## src/hw/rtl/lrd_pkg.sv

```systemverilog
// Package for the log record deframer: result codes, header constants
// and the queue word passed from the front to the back. No dependencies.
`default_nettype none
package lrd_pkg;

    localparam int unsigned HEADER_BYTES = 12;
    localparam logic [3:0]  HDR_LAST     = 4'(HEADER_BYTES - 1);
    localparam logic [31:0] CRC32C_POLY  = 32'h82F6_3B78;
    localparam logic [31:0] CRC_INIT     = 32'hFFFF_FFFF;
    localparam logic [31:0] MARKER_RESET = 32'hFFFF_FFFF;

    localparam int unsigned Q_DEPTH = 4;
    localparam int unsigned Q_AW    = $clog2(Q_DEPTH);

    localparam logic [1:0] KIND_KEY     = 2'd0;
    localparam logic [1:0] KIND_VALUE   = 2'd1;
    localparam logic [1:0] KIND_VERDICT = 2'd2;
    localparam logic [1:0] KIND_END     = 2'd3;

    localparam logic [1:0] VERD_GOOD     = 2'd0;
    localparam logic [1:0] VERD_MISMATCH = 2'd1;
    localparam logic [1:0] VERD_CLEAN    = 2'd2;
    localparam logic [1:0] VERD_TRUNC    = 2'd3;

    typedef struct packed {
        logic [7:0]  data;
        logic [1:0]  kind;
        logic [1:0]  verdict;
        logic        deletion;
        logic [31:0] key_length;
        logic [31:0] value_length;
        logic        two;
        logic [1:0]  second_verdict;
    } t_entry;

endpackage
`default_nettype wire

```

## src/hw/rtl/lrd_if.sv

```systemverilog
// Stream interfaces of the log record deframer: byte input and result output.
// Depends on nothing.
`default_nettype none
interface lrd_in_if;
    logic       valid;
    logic       ready;
    logic [7:0] data_byte;
    logic       end_of_file;

    modport source (output valid, output data_byte, output end_of_file, input ready);
    modport sink   (input valid, input data_byte, input end_of_file, output ready);
endinterface

interface lrd_out_if;
    logic        valid;
    logic        ready;
    logic [7:0]  out_byte;
    logic [1:0]  out_kind;
    logic [1:0]  verdict;
    logic        deletion;
    logic [31:0] key_length;
    logic [31:0] value_length;
    logic        last;

    modport source (output valid, output out_byte, output out_kind, output verdict,
                    output deletion, output key_length, output value_length,
                    output last, input ready);
    modport sink   (input valid, input out_byte, input out_kind, input verdict,
                    input deletion, input key_length, input value_length,
                    input last, output ready);
endinterface
`default_nettype wire

```

## src/hw/rtl/lrd_front.sv

```systemverilog
// Front of the deframer: header parse, CRC32C update, record classification.
// Pushes one queue word per byte that causes results. Uses lrd_pkg.
`default_nettype none
module lrd_front import lrd_pkg::*; (
    input  wire logic        i_clk,
    input  wire logic        i_rst_n,
    input  wire logic        i_accept,
    input  wire logic [7:0]  i_data_byte,
    input  wire logic        i_end_of_file,
    input  wire logic        i_cfg_we,
    input  wire logic [31:0] i_cfg_wdata,
    output      logic        o_push,
    output      t_entry      o_entry
);

    typedef enum logic [1:0] {
        PH_HEADER  = 2'b01,
        PH_PAYLOAD = 2'b10
    } t_phase;

    function automatic logic [31:0] crc_byte(input logic [31:0] crc, input logic [7:0] b);
        logic [31:0] c;
        c = crc ^ {24'd0, b};
        for (int i = 0; i < 8; i++) begin
            c = c[0] ? ((c >> 1) ^ CRC32C_POLY) : (c >> 1);
        end
        return c;
    endfunction

    t_phase      r_phase, n_phase;
    logic [3:0]  r_hcnt, n_hcnt;
    logic [31:0] r_stored, n_stored;
    logic [31:0] r_key, n_key;
    logic [31:0] r_value, n_value;
    logic [32:0] r_left, n_left;
    logic [31:0] r_crc, n_crc;
    logic        r_del, n_del;
    logic        r_halted, n_halted;
    logic [31:0] r_marker;

    logic [31:0] crc_next;
    logic [31:0] val_word;
    logic [31:0] eff_value;
    logic        is_del;
    logic [32:0] total;
    logic [32:0] left_dec;
    logic        good;
    logic        restart;
    logic [4:0]  sel;

    always_comb begin
        n_phase  = r_phase;
        n_hcnt   = r_hcnt;
        n_stored = r_stored;
        n_key    = r_key;
        n_value  = r_value;
        n_left   = r_left;
        n_crc    = r_crc;
        n_del    = r_del;
        n_halted = r_halted;
        o_push   = 1'b0;
        o_entry  = '0;
        restart  = 1'b0;

        crc_next  = crc_byte(r_crc, i_data_byte);
        good      = ((crc_next ^ CRC_INIT) == r_stored);
        sel       = {r_hcnt[1:0], 3'b000};
        val_word  = {i_data_byte, r_value[23:0]};
        is_del    = (val_word == r_marker);
        eff_value = is_del ? 32'd0 : val_word;
        total     = {1'b0, r_key} + {1'b0, eff_value};
        left_dec  = r_left - 33'd1;

        if (i_accept && !r_halted) begin
            if (i_end_of_file) begin
                o_push          = 1'b1;
                o_entry.kind    = KIND_END;
                o_entry.verdict = (r_phase == PH_HEADER && r_hcnt == 4'd0)
                                  ? VERD_CLEAN : VERD_TRUNC;
                n_halted        = 1'b1;
            end else if (r_phase == PH_HEADER) begin
                n_hcnt = r_hcnt + 4'd1;
                case (r_hcnt[3:2])
                    2'd0: n_stored[sel +: 8] = i_data_byte;
                    2'd1: begin
                        n_key[sel +: 8] = i_data_byte;
                        n_crc           = crc_next;
                    end
                    default: begin
                        n_value[sel +: 8] = i_data_byte;
                        n_crc             = crc_next;
                    end
                endcase
                if (r_hcnt == HDR_LAST) begin
                    n_del   = is_del;
                    n_value = eff_value;
                    n_left  = total;
                    n_phase = PH_PAYLOAD;
                    if (total == 33'd0) begin
                        o_push               = 1'b1;
                        o_entry.kind         = KIND_VERDICT;
                        o_entry.verdict      = good ? VERD_GOOD : VERD_MISMATCH;
                        o_entry.deletion     = is_del;
                        o_entry.key_length   = r_key;
                        o_entry.value_length = eff_value;
                        restart              = good;
                        n_halted             = !good;
                    end
                end
            end else begin
                n_crc                = crc_next;
                n_left               = left_dec;
                o_push               = 1'b1;
                o_entry.data         = i_data_byte;
                o_entry.kind         = (r_left > {1'b0, r_value}) ? KIND_KEY : KIND_VALUE;
                o_entry.verdict      = VERD_GOOD;
                o_entry.deletion     = r_del;
                o_entry.key_length   = r_key;
                o_entry.value_length = r_value;
                if (left_dec == 33'd0) begin
                    o_entry.two            = 1'b1;
                    o_entry.second_verdict = good ? VERD_GOOD : VERD_MISMATCH;
                    restart                = good;
                    n_halted               = !good;
                end
            end
        end

        if (restart) begin
            n_phase  = PH_HEADER;
            n_hcnt   = 4'd0;
            n_stored = 32'd0;
            n_key    = 32'd0;
            n_value  = 32'd0;
            n_left   = 33'd0;
            n_crc    = CRC_INIT;
            n_del    = 1'b0;
        end
    end

    always_ff @(posedge i_clk) begin
        if (!i_rst_n) begin
            r_phase  <= PH_HEADER;
            r_hcnt   <= 4'd0;
            r_stored <= 32'd0;
            r_key    <= 32'd0;
            r_value  <= 32'd0;
            r_left   <= 33'd0;
            r_crc    <= CRC_INIT;
            r_del    <= 1'b0;
            r_halted <= 1'b0;
            r_marker <= MARKER_RESET;
        end else begin
            r_phase  <= n_phase;
            r_hcnt   <= n_hcnt;
            r_stored <= n_stored;
            r_key    <= n_key;
            r_value  <= n_value;
            r_left   <= n_left;
            r_crc    <= n_crc;
            r_del    <= n_del;
            r_halted <= n_halted;
            if (i_cfg_we) begin
                r_marker <= i_cfg_wdata;
            end
        end
    end

endmodule
`default_nettype wire

```

## src/hw/rtl/lrd_queue.sv

```systemverilog
// Short queue between the front and the back of the deframer.
// Holds Q_DEPTH words of type t_entry. Uses lrd_pkg.
`default_nettype none
module lrd_queue import lrd_pkg::*; (
    input  wire logic   i_clk,
    input  wire logic   i_rst_n,
    input  wire logic   i_push,
    input  wire t_entry i_entry,
    input  wire logic   i_pop,
    output      t_entry o_head,
    output      logic   o_empty,
    output      logic   o_full
);

    t_entry          r_mem [Q_DEPTH];
    logic [Q_AW-1:0] r_wr, r_rd;
    logic [Q_AW:0]   r_count;

    assign o_head  = r_mem[r_rd];
    assign o_empty = (r_count == '0);
    assign o_full  = (r_count == (Q_AW+1)'(Q_DEPTH));

    always_ff @(posedge i_clk) begin
        if (i_push) begin
            r_mem[r_wr] <= i_entry;
        end
    end

    always_ff @(posedge i_clk) begin
        if (!i_rst_n) begin
            r_wr    <= '0;
            r_rd    <= '0;
            r_count <= '0;
        end else begin
            if (i_push) begin
                r_wr <= r_wr + 1'b1;
            end
            if (i_pop) begin
                r_rd <= r_rd + 1'b1;
            end
            case ({i_push, i_pop})
                2'b10:   r_count <= r_count + 1'b1;
                2'b01:   r_count <= r_count - 1'b1;
                default: r_count <= r_count;
            endcase
        end
    end

endmodule
`default_nettype wire

```

## src/hw/rtl/lrd_back.sv

```systemverilog
// Back of the deframer: expands each queue word into one or two results
// on the output channel. Uses lrd_pkg and lrd_out_if.
`default_nettype none
module lrd_back import lrd_pkg::*; (
    input  wire logic   i_clk,
    input  wire logic   i_rst_n,
    input  wire t_entry i_head,
    input  wire logic   i_empty,
    output      logic   o_pop,
    lrd_out_if.source   o_out
);

    logic r_second;
    logic take;

    assign take  = o_out.valid && o_out.ready;
    assign o_pop = take && (r_second || !i_head.two);

    always_comb begin
        o_out.valid        = !i_empty;
        o_out.deletion     = i_head.deletion;
        o_out.key_length   = i_head.key_length;
        o_out.value_length = i_head.value_length;
        if (r_second) begin
            o_out.out_byte = 8'd0;
            o_out.out_kind = KIND_VERDICT;
            o_out.verdict  = i_head.second_verdict;
            o_out.last     = 1'b1;
        end else begin
            o_out.out_byte = i_head.data;
            o_out.out_kind = i_head.kind;
            o_out.verdict  = i_head.verdict;
            o_out.last     = !i_head.two;
        end
    end

    always_ff @(posedge i_clk) begin
        if (!i_rst_n) begin
            r_second <= 1'b0;
        end else if (take) begin
            r_second <= !r_second && i_head.two;
        end
    end

endmodule
`default_nettype wire

```

## src/hw/rtl/log_record_deframer_crc32c.sv

```systemverilog
// Top level of the log record deframer with CRC32C check.
// Instantiates lrd_front, lrd_queue and lrd_back; uses lrd_pkg and lrd_if.
//
//  channel  | dir | handshake          | payload
//  ---------+-----+--------------------+---------------------------------------------
//  i_in     | in  | valid/ready        | data_byte[7:0], end_of_file
//  o_out    | out | valid/ready        | out_byte, out_kind, verdict, deletion,
//           |     |                    | key_length, value_length, last
//  cfg      | in  | i_cfg_we           | i_cfg_wdata[31:0] (delete marker)
//
// One byte accepted per cycle; ready drops only while the 4-word queue is full.
// A last payload byte yields two results on the output channel: the byte, then its verdict.
// Each result is registered in the queue between acceptance and the output channel.
// Reset is synchronous, active low, and clears all control state.
// After a mismatch or end of stream, bytes are still taken and dropped.
`default_nettype none
module log_record_deframer_crc32c import lrd_pkg::*; (
    input  wire logic        i_clk,
    input  wire logic        i_rst_n,
    lrd_in_if.sink           i_in,
    lrd_out_if.source        o_out,
    input  wire logic        i_cfg_we,
    input  wire logic [31:0] i_cfg_wdata
);

    t_entry push_entry;
    t_entry head;
    logic   push;
    logic   pop;
    logic   empty;
    logic   full;
    logic   accept;

    assign i_in.ready = !full;
    assign accept     = i_in.valid && !full;

    lrd_front u_front (
        .i_clk         (i_clk),
        .i_rst_n       (i_rst_n),
        .i_accept      (accept),
        .i_data_byte   (i_in.data_byte),
        .i_end_of_file (i_in.end_of_file),
        .i_cfg_we      (i_cfg_we),
        .i_cfg_wdata   (i_cfg_wdata),
        .o_push        (push),
        .o_entry       (push_entry)
    );

    lrd_queue u_queue (
        .i_clk   (i_clk),
        .i_rst_n (i_rst_n),
        .i_push  (push),
        .i_entry (push_entry),
        .i_pop   (pop),
        .o_head  (head),
        .o_empty (empty),
        .o_full  (full)
    );

    lrd_back u_back (
        .i_clk   (i_clk),
        .i_rst_n (i_rst_n),
        .i_head  (head),
        .i_empty (empty),
        .o_pop   (pop),
        .o_out   (o_out)
    );

endmodule
`default_nettype wire

```

## src/flat_wrapper.sv

```systemverilog
// flat-port wrapper written by rule: the top's interface ports become plain ports
module log_record_deframer_crc32c_flat import lrd_pkg::*;
  (i_clk, i_rst_n, i_cfg_we, i_cfg_wdata, i_in_valid, i_in_data_byte, i_in_end_of_file, i_in_ready, o_out_valid, o_out_out_byte, o_out_out_kind, o_out_verdict, o_out_deletion, o_out_key_length, o_out_value_length, o_out_last, o_out_ready);
  lrd_in_if i_in_i ();
  lrd_out_if o_out_i ();
  input  wire logic i_clk;
  input  wire logic i_rst_n;
  input  wire logic i_cfg_we;
  input  wire logic [31:0] i_cfg_wdata;
  input wire logic [$bits(i_in_i.valid)-1:0] i_in_valid;
  input wire logic [$bits(i_in_i.data_byte)-1:0] i_in_data_byte;
  input wire logic [$bits(i_in_i.end_of_file)-1:0] i_in_end_of_file;
  output wire logic [$bits(i_in_i.ready)-1:0] i_in_ready;
  output wire logic [$bits(o_out_i.valid)-1:0] o_out_valid;
  output wire logic [$bits(o_out_i.out_byte)-1:0] o_out_out_byte;
  output wire logic [$bits(o_out_i.out_kind)-1:0] o_out_out_kind;
  output wire logic [$bits(o_out_i.verdict)-1:0] o_out_verdict;
  output wire logic [$bits(o_out_i.deletion)-1:0] o_out_deletion;
  output wire logic [$bits(o_out_i.key_length)-1:0] o_out_key_length;
  output wire logic [$bits(o_out_i.value_length)-1:0] o_out_value_length;
  output wire logic [$bits(o_out_i.last)-1:0] o_out_last;
  input wire logic [$bits(o_out_i.ready)-1:0] o_out_ready;
  assign i_in_i.valid = i_in_valid;
  assign i_in_i.data_byte = i_in_data_byte;
  assign i_in_i.end_of_file = i_in_end_of_file;
  assign i_in_ready = i_in_i.ready;
  assign o_out_valid = o_out_i.valid;
  assign o_out_out_byte = o_out_i.out_byte;
  assign o_out_out_kind = o_out_i.out_kind;
  assign o_out_verdict = o_out_i.verdict;
  assign o_out_deletion = o_out_i.deletion;
  assign o_out_key_length = o_out_i.key_length;
  assign o_out_value_length = o_out_i.value_length;
  assign o_out_last = o_out_i.last;
  assign o_out_i.ready = o_out_ready;
  log_record_deframer_crc32c u_core (.i_clk(i_clk), .i_rst_n(i_rst_n), .i_in(i_in_i), .o_out(o_out_i), .i_cfg_we(i_cfg_we), .i_cfg_wdata(i_cfg_wdata));
endmodule
```

## config.mk

```make
export PLATFORM = sky130hd
export DESIGN_NAME = log_record_deframer_crc32c_flat
export DESIGN_NICKNAME = d
export VERILOG_FILES = /design/src/hw/rtl/lrd_pkg.sv /design/src/hw/rtl/lrd_if.sv /design/src/hw/rtl/lrd_front.sv /design/src/hw/rtl/lrd_queue.sv /design/src/hw/rtl/lrd_back.sv /design/src/hw/rtl/log_record_deframer_crc32c.sv /design/src/flat_wrapper.sv
export SDC_FILE = /design/constraint.sdc
export NUM_CORES = 1
export LEC_CHECK = 0
export ABC_AREA = 1
export BUFFER_PORTS_ARGS = -buffer_cell sky130_fd_sc_hd__buf_2
export CELL_PAD_IN_SITES_DETAIL_PLACEMENT = 0
export CELL_PAD_IN_SITES_GLOBAL_PLACEMENT = 2
export CORE_ASPECT_RATIO = 2
export CORE_MARGIN = 4
export CORE_UTILIZATION = 41
export DETAILED_ROUTE_END_ITERATION = 8
export PLACE_DENSITY_LB_ADDON = 0.1
export SYNTH_ARGS = -nofsm -noshare
export SYNTH_HDL_FRONTEND = slang
export SYNTH_SLANG_ARGS = --single-unit
```

## constraint.sdc

```tcl
create_clock -name i_clk -period 22.6 [get_ports i_clk]
set_clock_uncertainty 0.15 [all_clocks]
set_input_delay 4.52 -clock i_clk [delete_from_list [all_inputs] [get_ports i_clk]]
set_output_delay 4.52 -clock i_clk [all_outputs]
set_load 0.01 [all_outputs]
```

==> impl_metrics.env <==
export IMPL_min_to="u_core.u_front.r_phase[1]"
export IMPL_setup_viol=0
export IMPL_clockRootBuffer="clkbuf_16"
export IMPL_required_ns=22.68
export IMPL_ys_seq_area_frac=0.497
export IMPL_regToRegSetupSlack_ns=14.54
export IMPL_drive_gt1_frac=0.0976
export IMPL_fp_row_count=134
export IMPL_hpwlAfterDp_microns=80700
export IMPL_drt_iter0_drc=1651
export IMPL_wire_per_inst_microns=24.0
export IMPL_place_congestion=0.983
export IMPL_grt_max_degree=95
export IMPL_async_flop_share=0
export IMPL_antenna_cells=0
export IMPL_p_clk_frac=0.397
export IMPL_wl_microns=105000
export IMPL_numCtsBuffers=48
export IMPL_clk_pin_slew_ns=0.06
export IMPL_power_frac_comb=0.119
export IMPL_maxSlewHeadroom=0.200
export IMPL_viasPerCell=5.40
export IMPL_final_cell_mix="680 x nand2_1, 583 x nor2_1, 347 x o21ai_0"
export IMPL_die_w_microns=191
export IMPL_grt_use_total=0.285
export IMPL_regToRegEndpoint="u_core.u_queue.r_mem[2][16]"
export IMPL_finalSetupTns_ns=0
export IMPL_h_tree_depth=2
export IMPL_fmax_mhz=88.6
export IMPL_ios=126
export IMPL_first_global_vias=23100
export IMPL_crit_fanout=50
export IMPL_hold_path_class="flip-flop to flip-flop"
export IMPL_mostFrequentLayoutCell="nand2_1"
export IMPL_syn_area_sq_um=27600
export IMPL_crit_top_cell="nand2_1"
export IMPL_nFillCells=6749
export IMPL_drt_pass1_iterations=8
export IMPL_io_buffers=125
export IMPL_status="finished clean"
export IMPL_ys_flop_type="edfxtp_1"
export IMPL_p_sw_frac=0.267
export IMPL_grt_overflow=0
export IMPL_power_density_nw_per_um2=70.5
export IMPL_worst_pin_slew_ns=1.20
export IMPL_ctsResizeCount=0
export IMPL_initial_core_util=0.414
export IMPL_ys_warn_count=0
export IMPL_fin_crit_ns=11.29
export IMPL_critPathCaptureType="flip-flop"
export IMPL_syn_num_nets=3485
export IMPL_arrival_ns=11.36
export IMPL_critPathTopFamily="simple AND/OR/NAND/NOR gates"
export IMPL_ctsLongestPathBuffers=3
export IMPL_post_place_ws_ns=10.64
export IMPL_synth_avg_cell_area_sq_um=8.16
export IMPL_dieArea_sq_um=71800
export IMPL_syn_instance_count=3385
export IMPL_rsz0062_at_grt="false"
export IMPL_cp_slowest_cell="nor2_4"
export IMPL_ant_nets=0
export IMPL_min_period_over_period=0.500
export IMPL_multi_input_area_sq_um=12100
export IMPL_ys_ff_latch=527
export IMPL_post_cts_buffers=0
export IMPL_cts_tree="built"
export IMPL_start_kind="primary input"
export IMPL_synth_edff_count=316
export IMPL_synth_cell_type_count=52
export IMPL_p_leak_nw=12.2
export IMPL_die_h_microns=375
export IMPL_syn_to_final_growth_pct=10.8
export IMPL_drc_errors=0
export IMPL_p_seq_frac=0.484
export IMPL_hold_depth=2
export IMPL_core_area_sq_um=66700
export IMPL_vias=23600
export IMPL_postCtsHoldBufs=0
export IMPL_antenna_found_initial=0
export IMPL_internal_power_w=0.00158
export IMPL_ff2ff_path_depth=26
export IMPL_maxSlewViolCount=0
export IMPL_crit_type="primary input to flip-flop"
export IMPL_hp_start="u_core.u_front.r_phase[1]"
export IMPL_fin_util=0.458
export IMPL_hold_viol=0
export IMPL_path_buf_inv=6
export IMPL_seq_area_sq_um=13700
export IMPL_worst_slack_ns=11.31
export IMPL_final_nets=3545
export IMPL_ir_drop_mv=0.0676
export IMPL_critical_path_max_stage_delay_ns=0.80
export IMPL_switching_power_w=0.000575
export IMPL_clk_latency_ns=0.62
export IMPL_r2r_start="u_core.u_front.r_value[14]"
export IMPL_grt_pass1_wl_microns=151000
export IMPL_maxCapViolCount=0
export IMPL_clock_sinks=527
==> synth_stat cells, types with 3 or more instances <==
master     number  area share
a211oi_1        4      0.0011
a21oi_1       111       0.020
a22oi_1         8      0.0022
a2bb2oi_1       7      0.0022
and2_1          6      0.0014
buf_1           5     0.00068
buf_4          15      0.0041
buf_6          10      0.0041
clkbuf_1      108       0.015
clkinv_1        5     0.00068
dfxtp_1       211        0.15
edfxtp_1      316        0.34
ha_1           53       0.024
inv_1         291       0.040
inv_2          23      0.0031
mux2i_1         4      0.0015
nand2_1       680       0.092
nand2_2        39      0.0088
nand2_4         5      0.0020
nand3_1       123       0.022
nand3_2         9      0.0033
nand3b_1        5      0.0014
nand4_1        31      0.0070
nor2_1        587       0.080
nor2_2         12      0.0027
nor3_1         59       0.011
nor3b_1         4      0.0011
nor4_1         16      0.0036
o211ai_1       26      0.0071
o21ai_0       347       0.063
o21bai_1        5      0.0014
o22ai_1        67       0.015
or2_2           9      0.0020
xnor2_1        66       0.021
xor2_1         89       0.028
xor2_4          3      0.0030
==> worst register-to-register path, stage by stage (launching register included) <==
cell     delay [ns]
dfxtp_1        0.64
xnor2_1        0.18
nand2_1        0.07
nor2_1         0.08
nand2_1        0.06
nor2_1         0.43
nand2_4        0.50
inv_1          0.75
nor2_1         0.15
ha_1           0.29
ha_1           0.22
inv_1          0.05
nand2_1        0.17
nand3_1        0.14
nand3_1        0.25
nand2_1        0.17
nand2_1        0.11
nand3_1        0.10
nand3_1        0.07
nand2_1        0.14
nand2_1        0.08
nor2_1         0.26
nand4_1        0.53
nand2_1        0.29
inv_1          0.21
nor2_4         0.80
buf_4          0.73
==> power by group through the flow <==
stage / sequential (W) / clock, W / combinational [W]
6_report: 0.00104 / 0.000855 / 0.000257
5_1_grt: 0.00105 / 0.000906 / 0.000280
4_1_cts: 0.00104 / 0.000875 / 0.000259
3_5_place_dp: 0.00107 / 0 / 0.000258
3_3_place_gp: 0.00107 / 0 / 0.000257
2_1_floorplan: 0.00106 / 0 / 0.000168
==> final cells by class <==
| cell class | count | share of cell area |
|---|---|---|
| multi-input cells | 2400 | 0.396 |
| clock inverters | 28 | 0.0109 |
| inverters | 320 | 0.0394 |
| flip-flops and latches | 527 | 0.449 |
| clock buffers | 62 | 0.0430 |
| well taps | 884 | 0.0362 |
| repair buffers | 148 | 0.0261 |
==> per-layer routing <==
layer,wire length [microns],vias up,global-route usage,part of all wire
li1,-,11300,-,-
met1,38900,11300,0.319,0.37
met2,53400,733,0.513,0.51
met3,4260,214,0.0281,0.041
met4,8120,0,0.176,0.078
met5,0,-,0,0
==> flip-flops by register name, summed over array words and instances, names as in the netlist, named ones only <==
register,count
u_core.u_front.r_marker,32
u_core.u_queue.r_wr,2
u_core.u_front.r_value,32
u_core.u_front.r_del,1
u_core.u_queue.r_rd,2
u_core.u_front.r_phase,2
u_core.u_queue.r_count,3
u_core.u_front.r_halted,1
u_core.u_front.r_left,33
u_core.u_front.r_hcnt,4
u_core.u_back.r_second,1
u_core.u_front.r_stored,32
u_core.u_front.r_key,32
u_core.u_queue.r_mem,316
u_core.u_front.r_crc,32
==> worst max-delay path by stage <==
stage,startpoint,to,slack (ns),depth (start not counted)
after floorplan,i_in_data_byte[4],u_core.u_queue.r_mem[0][0],11.24,28
after global placement,i_in_data_byte[4],u_core.u_queue.r_mem[2][16],10.68,29
after detailed placement,i_in_data_byte[4],u_core.u_queue.r_mem[2][14],10.64,29
after CTS,i_in_data_byte[4],u_core.u_queue.r_mem[2][33],11.25,29
after global routing,i_in_data_byte[4],u_core.u_queue.r_mem[2][33],10.79,29
final,i_in_data_byte[4],u_core.u_queue.r_mem[2][16],11.31,29
==> logic make-up (layout without fill, tap and decap cells) <==
family,count (synthesis),after routing,share of synthesized area
mux,4,4,0.00145
buf+inv,458,558,0.0671
xor+xnor,160,160,0.0533
flops,527,527,0.497
compound gates,592,592,0.117
simple gates,1590,1590,0.240
fa+ha+maj,54,54,0.0247
==> stage by stage <==
step	hold slack, ns	std cells	power, W	instance area (sq um)
2_1_floorplan	0.280	3385	0.00123	27600
3_3_place_gp	0.292	4279	0.00132	28900
3_5_place_dp	0.302	4279	0.00132	28900
4_1_cts	0.312	4369	0.00218	30600
5_1_grt	0.344	4369	0.00223	30600
6_report	0.309	4369	0.00216	30600
No activity file was read; power rests on OpenSTA's default activity.
